### src/nat_pkg.sv
// Package for the node address table: default sizes, opcodes and the
// packed transfer types of the input and result channels.
// Depends on nothing; every other file of the block imports it.
`default_nettype none

package nat_pkg;

  localparam int TableDepthDef = 16;
  localparam int DataWidthDef  = 32;
  localparam int KeyWidth      = 64;
  localparam int SlotWidth     = 4;
  localparam int DataOutWidth  = 32;

  typedef enum logic [1:0] {
    OpAdd       = 2'd0,
    OpLookupKey = 2'd1,
    OpLookupIdx = 2'd2,
    OpNop       = 2'd3
  } op_e;

  typedef struct packed {
    logic [1:0]              opcode;
    logic [KeyWidth-1:0]     node_key;
    logic [SlotWidth-1:0]    slot_index;
    logic [DataOutWidth-1:0] node_data;
  } in_item_t;

  typedef struct packed {
    logic                    found;
    logic [SlotWidth-1:0]    slot_out;
    logic [KeyWidth-1:0]     key_out;
    logic [DataOutWidth-1:0] data_out;
  } out_item_t;

endpackage

`default_nettype wire

### src/nat_mem.sv
// Entry memory of the node address table: one synchronous array of key and
// payload, one write and one registered read port, plus per-slot valid bits.
// Depends on nat_pkg.
`default_nettype none

module nat_mem
  import nat_pkg::*;
#(
  parameter int TABLE_DEPTH = TableDepthDef,
  parameter int DATA_WIDTH  = DataWidthDef,
  localparam int AddrWidth  = $clog2(TABLE_DEPTH)
) (
  input  wire logic                  clk_i,
  input  wire logic                  rst_ni,
  input  wire logic                  rd_en_i,
  input  wire logic [AddrWidth-1:0]  rd_addr_i,
  output logic      [KeyWidth-1:0]   rd_key_o,
  output logic      [DATA_WIDTH-1:0] rd_data_o,
  input  wire logic                  wr_en_i,
  input  wire logic [AddrWidth-1:0]  wr_addr_i,
  input  wire logic [KeyWidth-1:0]   wr_key_i,
  input  wire logic [DATA_WIDTH-1:0] wr_data_i
);

  localparam int EntryWidth = KeyWidth + DATA_WIDTH;

  logic [EntryWidth-1:0]  mem [TABLE_DEPTH];
  logic [TABLE_DEPTH-1:0] valid_q;
  logic [EntryWidth-1:0]  rd_entry_q;
  logic                   rd_vld_q;

  always_ff @(posedge clk_i) begin
    if (wr_en_i) begin
      mem[wr_addr_i] <= {wr_key_i, wr_data_i};
    end
    if (rd_en_i) begin
      rd_entry_q <= mem[rd_addr_i];
    end
  end

  // A slot that was never written since reset reads as empty.
  always_ff @(posedge clk_i or negedge rst_ni) begin
    if (!rst_ni) begin
      valid_q  <= '0;
      rd_vld_q <= 1'b0;
    end else begin
      if (wr_en_i) begin
        valid_q[wr_addr_i] <= 1'b1;
      end
      if (rd_en_i) begin
        rd_vld_q <= valid_q[rd_addr_i];
      end
    end
  end

  assign rd_key_o  = rd_vld_q ? rd_entry_q[EntryWidth-1:DATA_WIDTH] : '0;
  assign rd_data_o = rd_vld_q ? rd_entry_q[DATA_WIDTH-1:0] : '0;

endmodule

`default_nettype wire

### src/nat_ctrl.sv
// Sequencer of the node address table: takes one request, scans the entry
// memory one slot per cycle or reads one slot, writes back on add and forms
// the result. Depends on nat_pkg; drives the ports of nat_mem.
`default_nettype none

module nat_ctrl
  import nat_pkg::*;
#(
  parameter int TABLE_DEPTH = TableDepthDef,
  parameter int DATA_WIDTH  = DataWidthDef,
  localparam int AddrWidth  = $clog2(TABLE_DEPTH)
) (
  input  wire logic                  clk_i,
  input  wire logic                  rst_ni,
  input  wire logic                  in_valid_i,
  output logic                       in_ready_o,
  input  wire in_item_t              in_item_i,
  output logic                       res_valid_o,
  input  wire logic                  res_ready_i,
  output out_item_t                  res_o,
  output logic                       rd_en_o,
  output logic      [AddrWidth-1:0]  rd_addr_o,
  input  wire logic [KeyWidth-1:0]   rd_key_i,
  input  wire logic [DATA_WIDTH-1:0] rd_data_i,
  output logic                       wr_en_o,
  output logic      [AddrWidth-1:0]  wr_addr_o,
  output logic      [KeyWidth-1:0]   wr_key_o,
  output logic      [DATA_WIDTH-1:0] wr_data_o
);

  localparam int PtrWidth = AddrWidth + 1;
  localparam logic [PtrWidth-1:0]  DepthPtr = PtrWidth'(TABLE_DEPTH);
  localparam logic [AddrWidth-1:0] LastSlot = AddrWidth'(TABLE_DEPTH - 1);

  typedef enum logic [2:0] {
    StIdle,
    StScan,
    StIdxRd,
    StIdxChk,
    StResp
  } state_e;

  state_e                  state_q, state_d;
  logic [1:0]              op_q, op_d;
  logic [KeyWidth-1:0]     key_q, key_d;
  logic [SlotWidth-1:0]    idx_q, idx_d;
  logic [DataOutWidth-1:0] data_q, data_d;
  logic [PtrWidth-1:0]     ptr_q, ptr_d;
  logic [AddrWidth-1:0]    cmp_slot_q, cmp_slot_d;
  logic                    cmp_vld_q, cmp_vld_d;
  logic                    have_empty_q, have_empty_d;
  logic [AddrWidth-1:0]    empty_slot_q, empty_slot_d;
  out_item_t               res_q, res_d;
  logic [DATA_WIDTH-1:0]   new_data;

  assign new_data  = DATA_WIDTH'(data_q);
  assign wr_key_o  = key_q;
  assign wr_data_o = new_data;

  always_comb begin
    logic                 free_now;
    logic [AddrWidth-1:0] free_slot;

    state_d      = state_q;
    op_d         = op_q;
    key_d        = key_q;
    idx_d        = idx_q;
    data_d       = data_q;
    ptr_d        = ptr_q;
    cmp_slot_d   = cmp_slot_q;
    cmp_vld_d    = cmp_vld_q;
    have_empty_d = have_empty_q;
    empty_slot_d = empty_slot_q;
    res_d        = res_q;
    in_ready_o   = 1'b0;
    res_valid_o  = 1'b0;
    rd_en_o      = 1'b0;
    rd_addr_o    = ptr_q[AddrWidth-1:0];
    wr_en_o      = 1'b0;
    wr_addr_o    = cmp_slot_q;
    free_now     = have_empty_q || (rd_key_i == '0);
    free_slot    = have_empty_q ? empty_slot_q : cmp_slot_q;

    unique case (state_q)
      StIdle: begin
        in_ready_o = 1'b1;
        if (in_valid_i) begin
          op_d         = in_item_i.opcode;
          key_d        = in_item_i.node_key;
          idx_d        = in_item_i.slot_index;
          data_d       = in_item_i.node_data;
          ptr_d        = '0;
          cmp_vld_d    = 1'b0;
          have_empty_d = 1'b0;
          res_d        = '0;
          state_d      = StResp;
          unique case (in_item_i.opcode)
            OpAdd, OpLookupKey: begin
              if (in_item_i.node_key != '0) begin
                state_d = StScan;
              end
            end
            OpLookupIdx: begin
              if (32'(in_item_i.slot_index) < TABLE_DEPTH) begin
                state_d = StIdxRd;
              end
            end
            default: begin
              state_d = StResp;
            end
          endcase
        end
      end
      StScan: begin
        rd_en_o = (ptr_q < DepthPtr);
        if (rd_en_o) begin
          ptr_d      = ptr_q + PtrWidth'(1);
          cmp_slot_d = ptr_q[AddrWidth-1:0];
          cmp_vld_d  = 1'b1;
        end else begin
          cmp_vld_d = 1'b0;
        end
        if (cmp_vld_q) begin
          if (rd_key_i == key_q) begin
            res_d.found    = 1'b1;
            res_d.slot_out = SlotWidth'(cmp_slot_q);
            res_d.key_out  = rd_key_i;
            if (op_q == OpAdd) begin
              wr_en_o        = 1'b1;
              wr_addr_o      = cmp_slot_q;
              res_d.data_out = DataOutWidth'(new_data);
            end else begin
              res_d.data_out = DataOutWidth'(rd_data_i);
            end
            state_d = StResp;
          end else begin
            if ((rd_key_i == '0) && !have_empty_q) begin
              have_empty_d = 1'b1;
              empty_slot_d = cmp_slot_q;
            end
            if (cmp_slot_q == LastSlot) begin
              if ((op_q == OpAdd) && free_now) begin
                wr_en_o        = 1'b1;
                wr_addr_o      = free_slot;
                res_d.found    = 1'b1;
                res_d.slot_out = SlotWidth'(free_slot);
                res_d.key_out  = key_q;
                res_d.data_out = DataOutWidth'(new_data);
              end
              state_d = StResp;
            end
          end
        end
      end
      StIdxRd: begin
        rd_en_o   = 1'b1;
        rd_addr_o = AddrWidth'(idx_q);
        state_d   = StIdxChk;
      end
      StIdxChk: begin
        if (rd_key_i != '0) begin
          res_d.found    = 1'b1;
          res_d.slot_out = idx_q;
          res_d.key_out  = rd_key_i;
          res_d.data_out = DataOutWidth'(rd_data_i);
        end
        state_d = StResp;
      end
      StResp: begin
        res_valid_o = 1'b1;
        if (res_ready_i) begin
          state_d = StIdle;
        end
      end
      default: begin
        state_d = StIdle;
      end
    endcase
  end

  always_ff @(posedge clk_i or negedge rst_ni) begin
    if (!rst_ni) begin
      state_q      <= StIdle;
      op_q         <= '0;
      key_q        <= '0;
      idx_q        <= '0;
      data_q       <= '0;
      ptr_q        <= '0;
      cmp_slot_q   <= '0;
      cmp_vld_q    <= 1'b0;
      have_empty_q <= 1'b0;
      empty_slot_q <= '0;
      res_q        <= '0;
    end else begin
      state_q      <= state_d;
      op_q         <= op_d;
      key_q        <= key_d;
      idx_q        <= idx_d;
      data_q       <= data_d;
      ptr_q        <= ptr_d;
      cmp_slot_q   <= cmp_slot_d;
      cmp_vld_q    <= cmp_vld_d;
      have_empty_q <= have_empty_d;
      empty_slot_q <= empty_slot_d;
      res_q        <= res_d;
    end
  end

  assign res_o = res_q;

  a_wr_only_on_add: assert property (@(posedge clk_i) disable iff (!rst_ni)
    wr_en_o |-> (op_q == OpAdd) && (key_q != '0))
    else $error("Entry write outside an add of a nonzero address.");

  a_no_rw_same_slot: assert property (@(posedge clk_i) disable iff (!rst_ni)
    (wr_en_o && rd_en_o) |-> (wr_addr_o != rd_addr_o))
    else $error("Write and read of the same slot in one cycle.");

  a_scan_order: assert property (@(posedge clk_i) disable iff (!rst_ni)
    ((state_q == StScan) && cmp_vld_q) |-> (PtrWidth'(cmp_slot_q) + PtrWidth'(1) == ptr_q))
    else $error("Compared slot is not the one read in the previous cycle.");

  a_hit_has_key: assert property (@(posedge clk_i) disable iff (!rst_ni)
    ((state_q == StResp) && res_q.found) |-> (res_q.key_out != '0))
    else $error("Hit reported for an empty slot.");

  a_write_ends_scan: assert property (@(posedge clk_i) disable iff (!rst_ni)
    wr_en_o |=> (state_q == StResp) && res_q.found && (res_q.key_out == key_q))
    else $error("Add wrote an entry but did not report it.");

endmodule

`default_nettype wire

### src/node_address_table.sv
// Top level of the node address table: sequencer, entry memory and the
// result output register. Depends on nat_pkg, nat_mem and nat_ctrl.
//
//   channel  direction  payload      handshake
//   in       input      in_item_t    in_valid_i / in_ready_o
//   out      output     out_item_t   out_valid_o / out_ready_i
//
// One request is worked at a time. An add or address lookup scans the entry
// memory one slot per cycle from slot 0 upward; a match ends the scan early.
// A lookup by index reads just its slot; a rejected request skips the memory.
// Reset clears all per-slot valid bits at once, so no clearing pass follows.
// A result waits in the output register; the next request is taken meanwhile.
`default_nettype none

module node_address_table
  import nat_pkg::*;
#(
  parameter int TABLE_DEPTH = TableDepthDef,
  parameter int DATA_WIDTH  = DataWidthDef
) (
  input  wire logic      clk_i,
  input  wire logic      rst_ni,
  input  wire logic      in_valid_i,
  output logic           in_ready_o,
  input  wire in_item_t  in_item_i,
  output logic           out_valid_o,
  input  wire logic      out_ready_i,
  output out_item_t      out_item_o
);

  localparam int AddrWidth = $clog2(TABLE_DEPTH);

  logic                  res_valid;
  logic                  res_ready;
  out_item_t             res;
  logic                  rd_en;
  logic [AddrWidth-1:0]  rd_addr;
  logic [KeyWidth-1:0]   rd_key;
  logic [DATA_WIDTH-1:0] rd_data;
  logic                  wr_en;
  logic [AddrWidth-1:0]  wr_addr;
  logic [KeyWidth-1:0]   wr_key;
  logic [DATA_WIDTH-1:0] wr_data;
  logic                  out_valid_q;
  out_item_t             out_item_q;

  nat_ctrl #(
    .TABLE_DEPTH(TABLE_DEPTH),
    .DATA_WIDTH (DATA_WIDTH)
  ) u_ctrl (
    .clk_i      (clk_i),
    .rst_ni     (rst_ni),
    .in_valid_i (in_valid_i),
    .in_ready_o (in_ready_o),
    .in_item_i  (in_item_i),
    .res_valid_o(res_valid),
    .res_ready_i(res_ready),
    .res_o      (res),
    .rd_en_o    (rd_en),
    .rd_addr_o  (rd_addr),
    .rd_key_i   (rd_key),
    .rd_data_i  (rd_data),
    .wr_en_o    (wr_en),
    .wr_addr_o  (wr_addr),
    .wr_key_o   (wr_key),
    .wr_data_o  (wr_data)
  );

  nat_mem #(
    .TABLE_DEPTH(TABLE_DEPTH),
    .DATA_WIDTH (DATA_WIDTH)
  ) u_mem (
    .clk_i    (clk_i),
    .rst_ni   (rst_ni),
    .rd_en_i  (rd_en),
    .rd_addr_i(rd_addr),
    .rd_key_o (rd_key),
    .rd_data_o(rd_data),
    .wr_en_i  (wr_en),
    .wr_addr_i(wr_addr),
    .wr_key_i (wr_key),
    .wr_data_i(wr_data)
  );

  assign res_ready = !out_valid_q || out_ready_i;

  always_ff @(posedge clk_i or negedge rst_ni) begin
    if (!rst_ni) begin
      out_valid_q <= 1'b0;
    end else if (res_valid && res_ready) begin
      out_valid_q <= 1'b1;
    end else if (out_ready_i) begin
      out_valid_q <= 1'b0;
    end
  end

  always_ff @(posedge clk_i) begin
    if (res_valid && res_ready) begin
      out_item_q <= res;
    end
  end

  assign out_valid_o = out_valid_q;
  assign out_item_o  = out_item_q;

endmodule

`default_nettype wire
### config.mk
export PLATFORM = sky130hd
export DESIGN_NAME = node_address_table
export DESIGN_NICKNAME = d
export VERILOG_FILES = /design/src/nat_pkg.sv /design/src/nat_mem.sv /design/src/nat_ctrl.sv /design/src/node_address_table.sv
export SDC_FILE = /design/constraint.sdc
export NUM_CORES = 2
export LEC_CHECK = 0
export ABC_AREA = 1
export BUFFER_PORTS_ARGS = -buffer_cell sky130_fd_sc_hd__buf_2
export CAP_MARGIN = 25
export CORE_AREA = 2 2 393 395
export DETAILED_ROUTE_END_ITERATION = 16
export DIE_AREA = 0 0 395 397
export PLACE_DENSITY = 0.75
export SYNTH_ARGS = -nofsm -noshare
export SYNTH_HDL_FRONTEND = slang
export SYNTH_SLANG_ARGS = --single-unit
### constraint.sdc
create_clock -name clk_i -period 9.7 [get_ports clk_i]
set_input_delay 0.485 -clock clk_i [delete_from_list [all_inputs] [get_ports clk_i]]
set_output_delay 0.485 -clock clk_i [all_outputs]
set_load 0.01 [all_outputs]
==> results.py <==
metrics = {
    "outcome": {
        "run_status": "finished clean",
    },
    "power": {
        "pwr-share-seq_pct": 45.4,
        "vdd_drop_max_uv": 369,
        "total_switching_power_w": 0.0109,
        "power_report.internal_total_w": 0.0172,
        "power.leakage_nw": 30.1,
        "total_power_w": 0.0281,
        "clkPwrFrac_pct": 25.3,
        "switching_share_pct": 38.7,
        "p_comb_share_pct": 29.3,
        "cellPowerDensity_nw_per_um2": 323,
    },
    "floorplanning": {
        "io-pin-count": 209,
        "die_h_microns": 397,
        "die_area_sq_um": 157000,
        "rows": 144,
        "core_outline_area_sq_um": 153000,
        "initial_utilization_pct": 50.6,
        "die_width_microns": 395,
    },
    "critical_path": {
        "end_kind": "flip-flop",
        "cpLargestDelayFamily": "simple AND/OR/NAND/NOR gates",
        "critPathKind": "flip-flop to flip-flop",
        "crit_path_max_fanout": 76,
        "crit_required_ns": 10.14,
        "slowest_stage": "sky130_fd_sc_hd__buf_4",
        "slowest_delay_ns": 0.84,
        "critPathLaunchType": "flip-flop",
        "critPathArrivalTime_ns": 6.01,
        "regToRegSetupSlack_ns": 4.13,
        "critical-path-top-cell-by-count": "sky130_fd_sc_hd__nand2_1",
        "path_cells": "buf_4 > nand2_1 > nand2_1 > nor2_1 > nand2_1 > nor2_1 > nand2_1 > nor2_1 > nor2_1 > nor2_2 > nand4_1 > nand2_1 > nand2_1 > nor2_2 > nand2_1 > inv_6 > buf_4",
        "critPathBufInv": 3,
    },
    "yosys": {
        "syn-num-nets": 6176,
        "syn-instance-count": 6069,
        "synthDominantCellAreaShare_pct": 67.3,
        "synth-seq-cells": 1972,
        "top_post_synthesis_cells_by_area": "sky130_fd_sc_hd__edfxtp_1 67%, sky130_fd_sc_hd__dfrtp_1 7.7%, sky130_fd_sc_hd__o21ai_0 6.1%, sky130_fd_sc_hd__nor2_1 4.4%, sky130_fd_sc_hd__nand2_1 3.9%",
        "synthDistinctLibCells": 33,
        "post_synth_instance_area_sq_um": 77300,
        "ys_top_cells_by_count": "1733 x sky130_fd_sc_hd__edfxtp_1, 944 x sky130_fd_sc_hd__o21ai_0, 915 x sky130_fd_sc_hd__nor2_1, 812 x sky130_fd_sc_hd__nand2_1, 359 x sky130_fd_sc_hd__clkbuf_1",
        "syn_avg_cell_area_sq_um": 12.7,
        "synthMostInstantiatedCell": "sky130_fd_sc_hd__edfxtp_1",
        "asyncSetResetFlopFracSynth_pct": 12.1,
        "synth-seq-area-share_pct": 75.0,
        "synthesis_warnings": 0,
        "synthDominantAreaCellType": "sky130_fd_sc_hd__edfxtp_1",
        "ys_dominant_reg_cell": "sky130_fd_sc_hd__edfxtp_1",
        "synth_enable_flop_cells": 1733,
    },
    "cts": {
        "clkSinkCount": 1972,
        "cts_tree": "built",
        "cts_max_path_buffers": 3,
        "cts_htree_levels": 4,
        "root_buffer": "sky130_fd_sc_hd__clkbuf_16",
        "clkSlewWorstSetupHoldPaths_ns": 0.06,
        "post_cts_buffers": 0,
        "cts_hold_buf": 91,
        "cts_made_buffers": 189,
        "cts_resized": 0,
        "clk_latency_ns": 0.84,
    },
    "route": {
        "routed-via-count": 52400,
        "ant_nets": 0,
        "vias_per_cell": 6.23,
        "drt_first_iter_violations": 8074,
        "drt_wl_total_mm": 217,
        "wl_per_instance_microns": 25.7,
        "drcViolationCount": 0,
        "dr.pass1.iters": 11,
    },
    "min_path": {
        "min_path_type": "primary input to flip-flop",
    },
    "timing": {
        "fin_skew_ns": 0.0378,
        "setup_viol": 0,
        "post-route-period-util_pct": 57.5,
        "maxSlewHeadroom_pct": 27.1,
        "hold_viol": 0,
        "tightestPinTransition_ns": 1.09,
        "drv_slew": 0,
        "tns_ns": 0,
        "max_freq_mhz": 179,
        "unrepaired_setup_endpoints_after_global_routing": "false",
        "finalCriticalPeriod_ns": 5.57,
    },
    "global_routing": {
        "grtUsageTotal_pct": 27.0,
        "gr-usage-met1_pct": 37.1,
        "grt_max_degree": 244,
        "grt_use_met2_pct": 42.0,
        "grt_antenna_before_repair": 8,
        "vias_in_the_first_global_route": 49800,
        "overflow": 0,
        "grt_first_pass_wirelength_mm": 318,
        "grt.met3_usage_pct": 6.18,
        "grt.busiest_layer": "met2",
    },
    "place": {
        "io_buffers": 208,
        "placed_cells_incl_taps": 7975,
        "dp_hpwl_mm": 120,
        "place_congestion": 0.963,
    },
    "final_layout": {
        "fillCellCount": 11600,
        "num-nets-final": 6321,
        "layoutNonFillerInstCount": 8418,
        "syn2layout_area_growth_pct": 12.4,
        "antenna_cells": 0,
        "drive_above_1_share_pct": 9.19,
    },
    "flow_run": {
        "max-cap-violations": 0,
    },
}
[per-layer routing]
metal | wire length (microns) | vias to the layer above
li1 | - | 22600
met1 | 81300 | 25800
met2 | 101000 | 3601
met3 | 26200 | 432
met4 | 8380 | 8
met5 | 48 | -
[power groups by stage]
stage,sequential (W),clock (W),combinational (W)
detailed placement,0.0129,0,0.00801
floorplan,0.0122,0,0.00532
global route,0.0129,0.00747,0.00894
CTS,0.0127,0.00714,0.00811
global placement,0.0128,0,0.00781
finish,0.0128,0.00711,0.00823
[cell type report]
| class | instances | area (sq um) | share of cell area, % |
|---|---|---|---|
| repair buffers | 363 | 2570 | 2.96 |
| well taps | 2044 | 2560 | 2.94 |
| clock inverters | 94 | 816 | 0.938 |
| multi-input cells | 3541 | 17200 | 19.8 |
| inverters | 147 | 663 | 0.763 |
| clock buffers | 257 | 5140 | 5.91 |
| flip-flops and latches | 1972 | 58000 | 66.7 |
[flip-flops by register name (all words and copies together), names as in the netlist]
name                 cells
out_item_o             101
u_ctrl.cmp_vld_q         1
u_ctrl.idx_q             4
u_mem.valid_q           16
u_ctrl.state_q           3
u_ctrl.wr_data_o        32
u_ctrl.ptr_q             5
u_mem.rd_vld_q           1
u_mem.mem             1536
u_ctrl.wr_key_o         64
out_valid_o              1
u_ctrl.have_empty_q      1
u_ctrl.cmp_slot_q        4
u_ctrl.op_q              2
u_mem.rd_entry_q        96
u_ctrl.res_o           101
u_ctrl.empty_slot_q      4
[worst paths after layout]
path                       cells past startpoint                              to                         start
setup / recovery                              17      u_mem.mem[4][89]$_DFFE_PP_    u_mem.rd_vld_q$_DFFE_PN0P_
hold / removal                                 3  u_ctrl.wr_key_o[1]$_DFFE_PN0P_                 in_item_i[37]
setup reg to reg                              17      u_mem.mem[4][89]$_DFFE_PP_    u_mem.rd_vld_q$_DFFE_PN0P_
hold reg to reg                                0        out_item_o[76]$_DFFE_PP_  u_ctrl.res_o[76]$_DFFE_PN0P_
max in group asynchronous                      3    u_ctrl.res_o[61]$_DFFE_PN0P_                        rst_ni
min in group asynchronous                      2    u_ctrl.res_o[19]$_DFFE_PN0P_                        rst_ni
[through the flow]
step / setup WS [ns] / hold slack, ns / cell area, sq um / utilization (%)
2_1_floorplan: 4.16 / 0.189 / 77300 / -
3_3_place_gp: 4.42 / 0.431 / 80100 / 52.3
3_5_place_dp: 4.30 / 0.435 / 80100 / 52.3
4_1_cts: 4.28 / 0.00132 / 86900 / 56.8
5_1_grt: 3.82 / 0.0396 / 87000 / 56.8
6_report: 4.13 / 0.0560 / 87000 / 56.8
[kinds of logic (layout without fill, tap and decap cells)]
group | after synthesis | in the layout | share of synthesized area [%]
flops | 1972 | 1972 | 75.0
simple gates | 1967 | 1967 | 10.0
buf+inv | 556 | 861 | 2.87
fa+ha+maj | 1 | 1 | 0.0162
compound gates | 1573 | 1573 | 12.1
[placed cells by master, fill, tap and decap left out, drive strengths merged, types with 91 or more instances in the layout]
cell,instances
buf,272
clkbuf,257
dfrtp,239
dlygate4sd3,91
edfxtp,1733
inv,156
nand2,815
nand3,195
nor2,923
o211ai,110
o21ai,992
o221ai,275
o22ai,111
[worst register-to-register path, stage by stage (launching register included)]
cell and delay [ns]:
sky130_fd_sc_hd__dfrtp_4 0.69, sky130_fd_sc_hd__buf_4 0.45, sky130_fd_sc_hd__nand2_1 0.25, sky130_fd_sc_hd__nand2_1 0.08, sky130_fd_sc_hd__nor2_1 0.15, sky130_fd_sc_hd__nand2_1 0.08
sky130_fd_sc_hd__nor2_1 0.23, sky130_fd_sc_hd__nand2_1 0.09, sky130_fd_sc_hd__nor2_1 0.65, sky130_fd_sc_hd__nor2_1 0.18, sky130_fd_sc_hd__nor2_2 0.19, sky130_fd_sc_hd__nand4_1 0.14
sky130_fd_sc_hd__nand2_1 0.11, sky130_fd_sc_hd__nand2_1 0.09, sky130_fd_sc_hd__nor2_2 0.18, sky130_fd_sc_hd__nand2_1 0.16, sky130_fd_sc_hd__inv_6 0.58, sky130_fd_sc_hd__buf_4 0.86
Power figures use the tool's default switching activity.
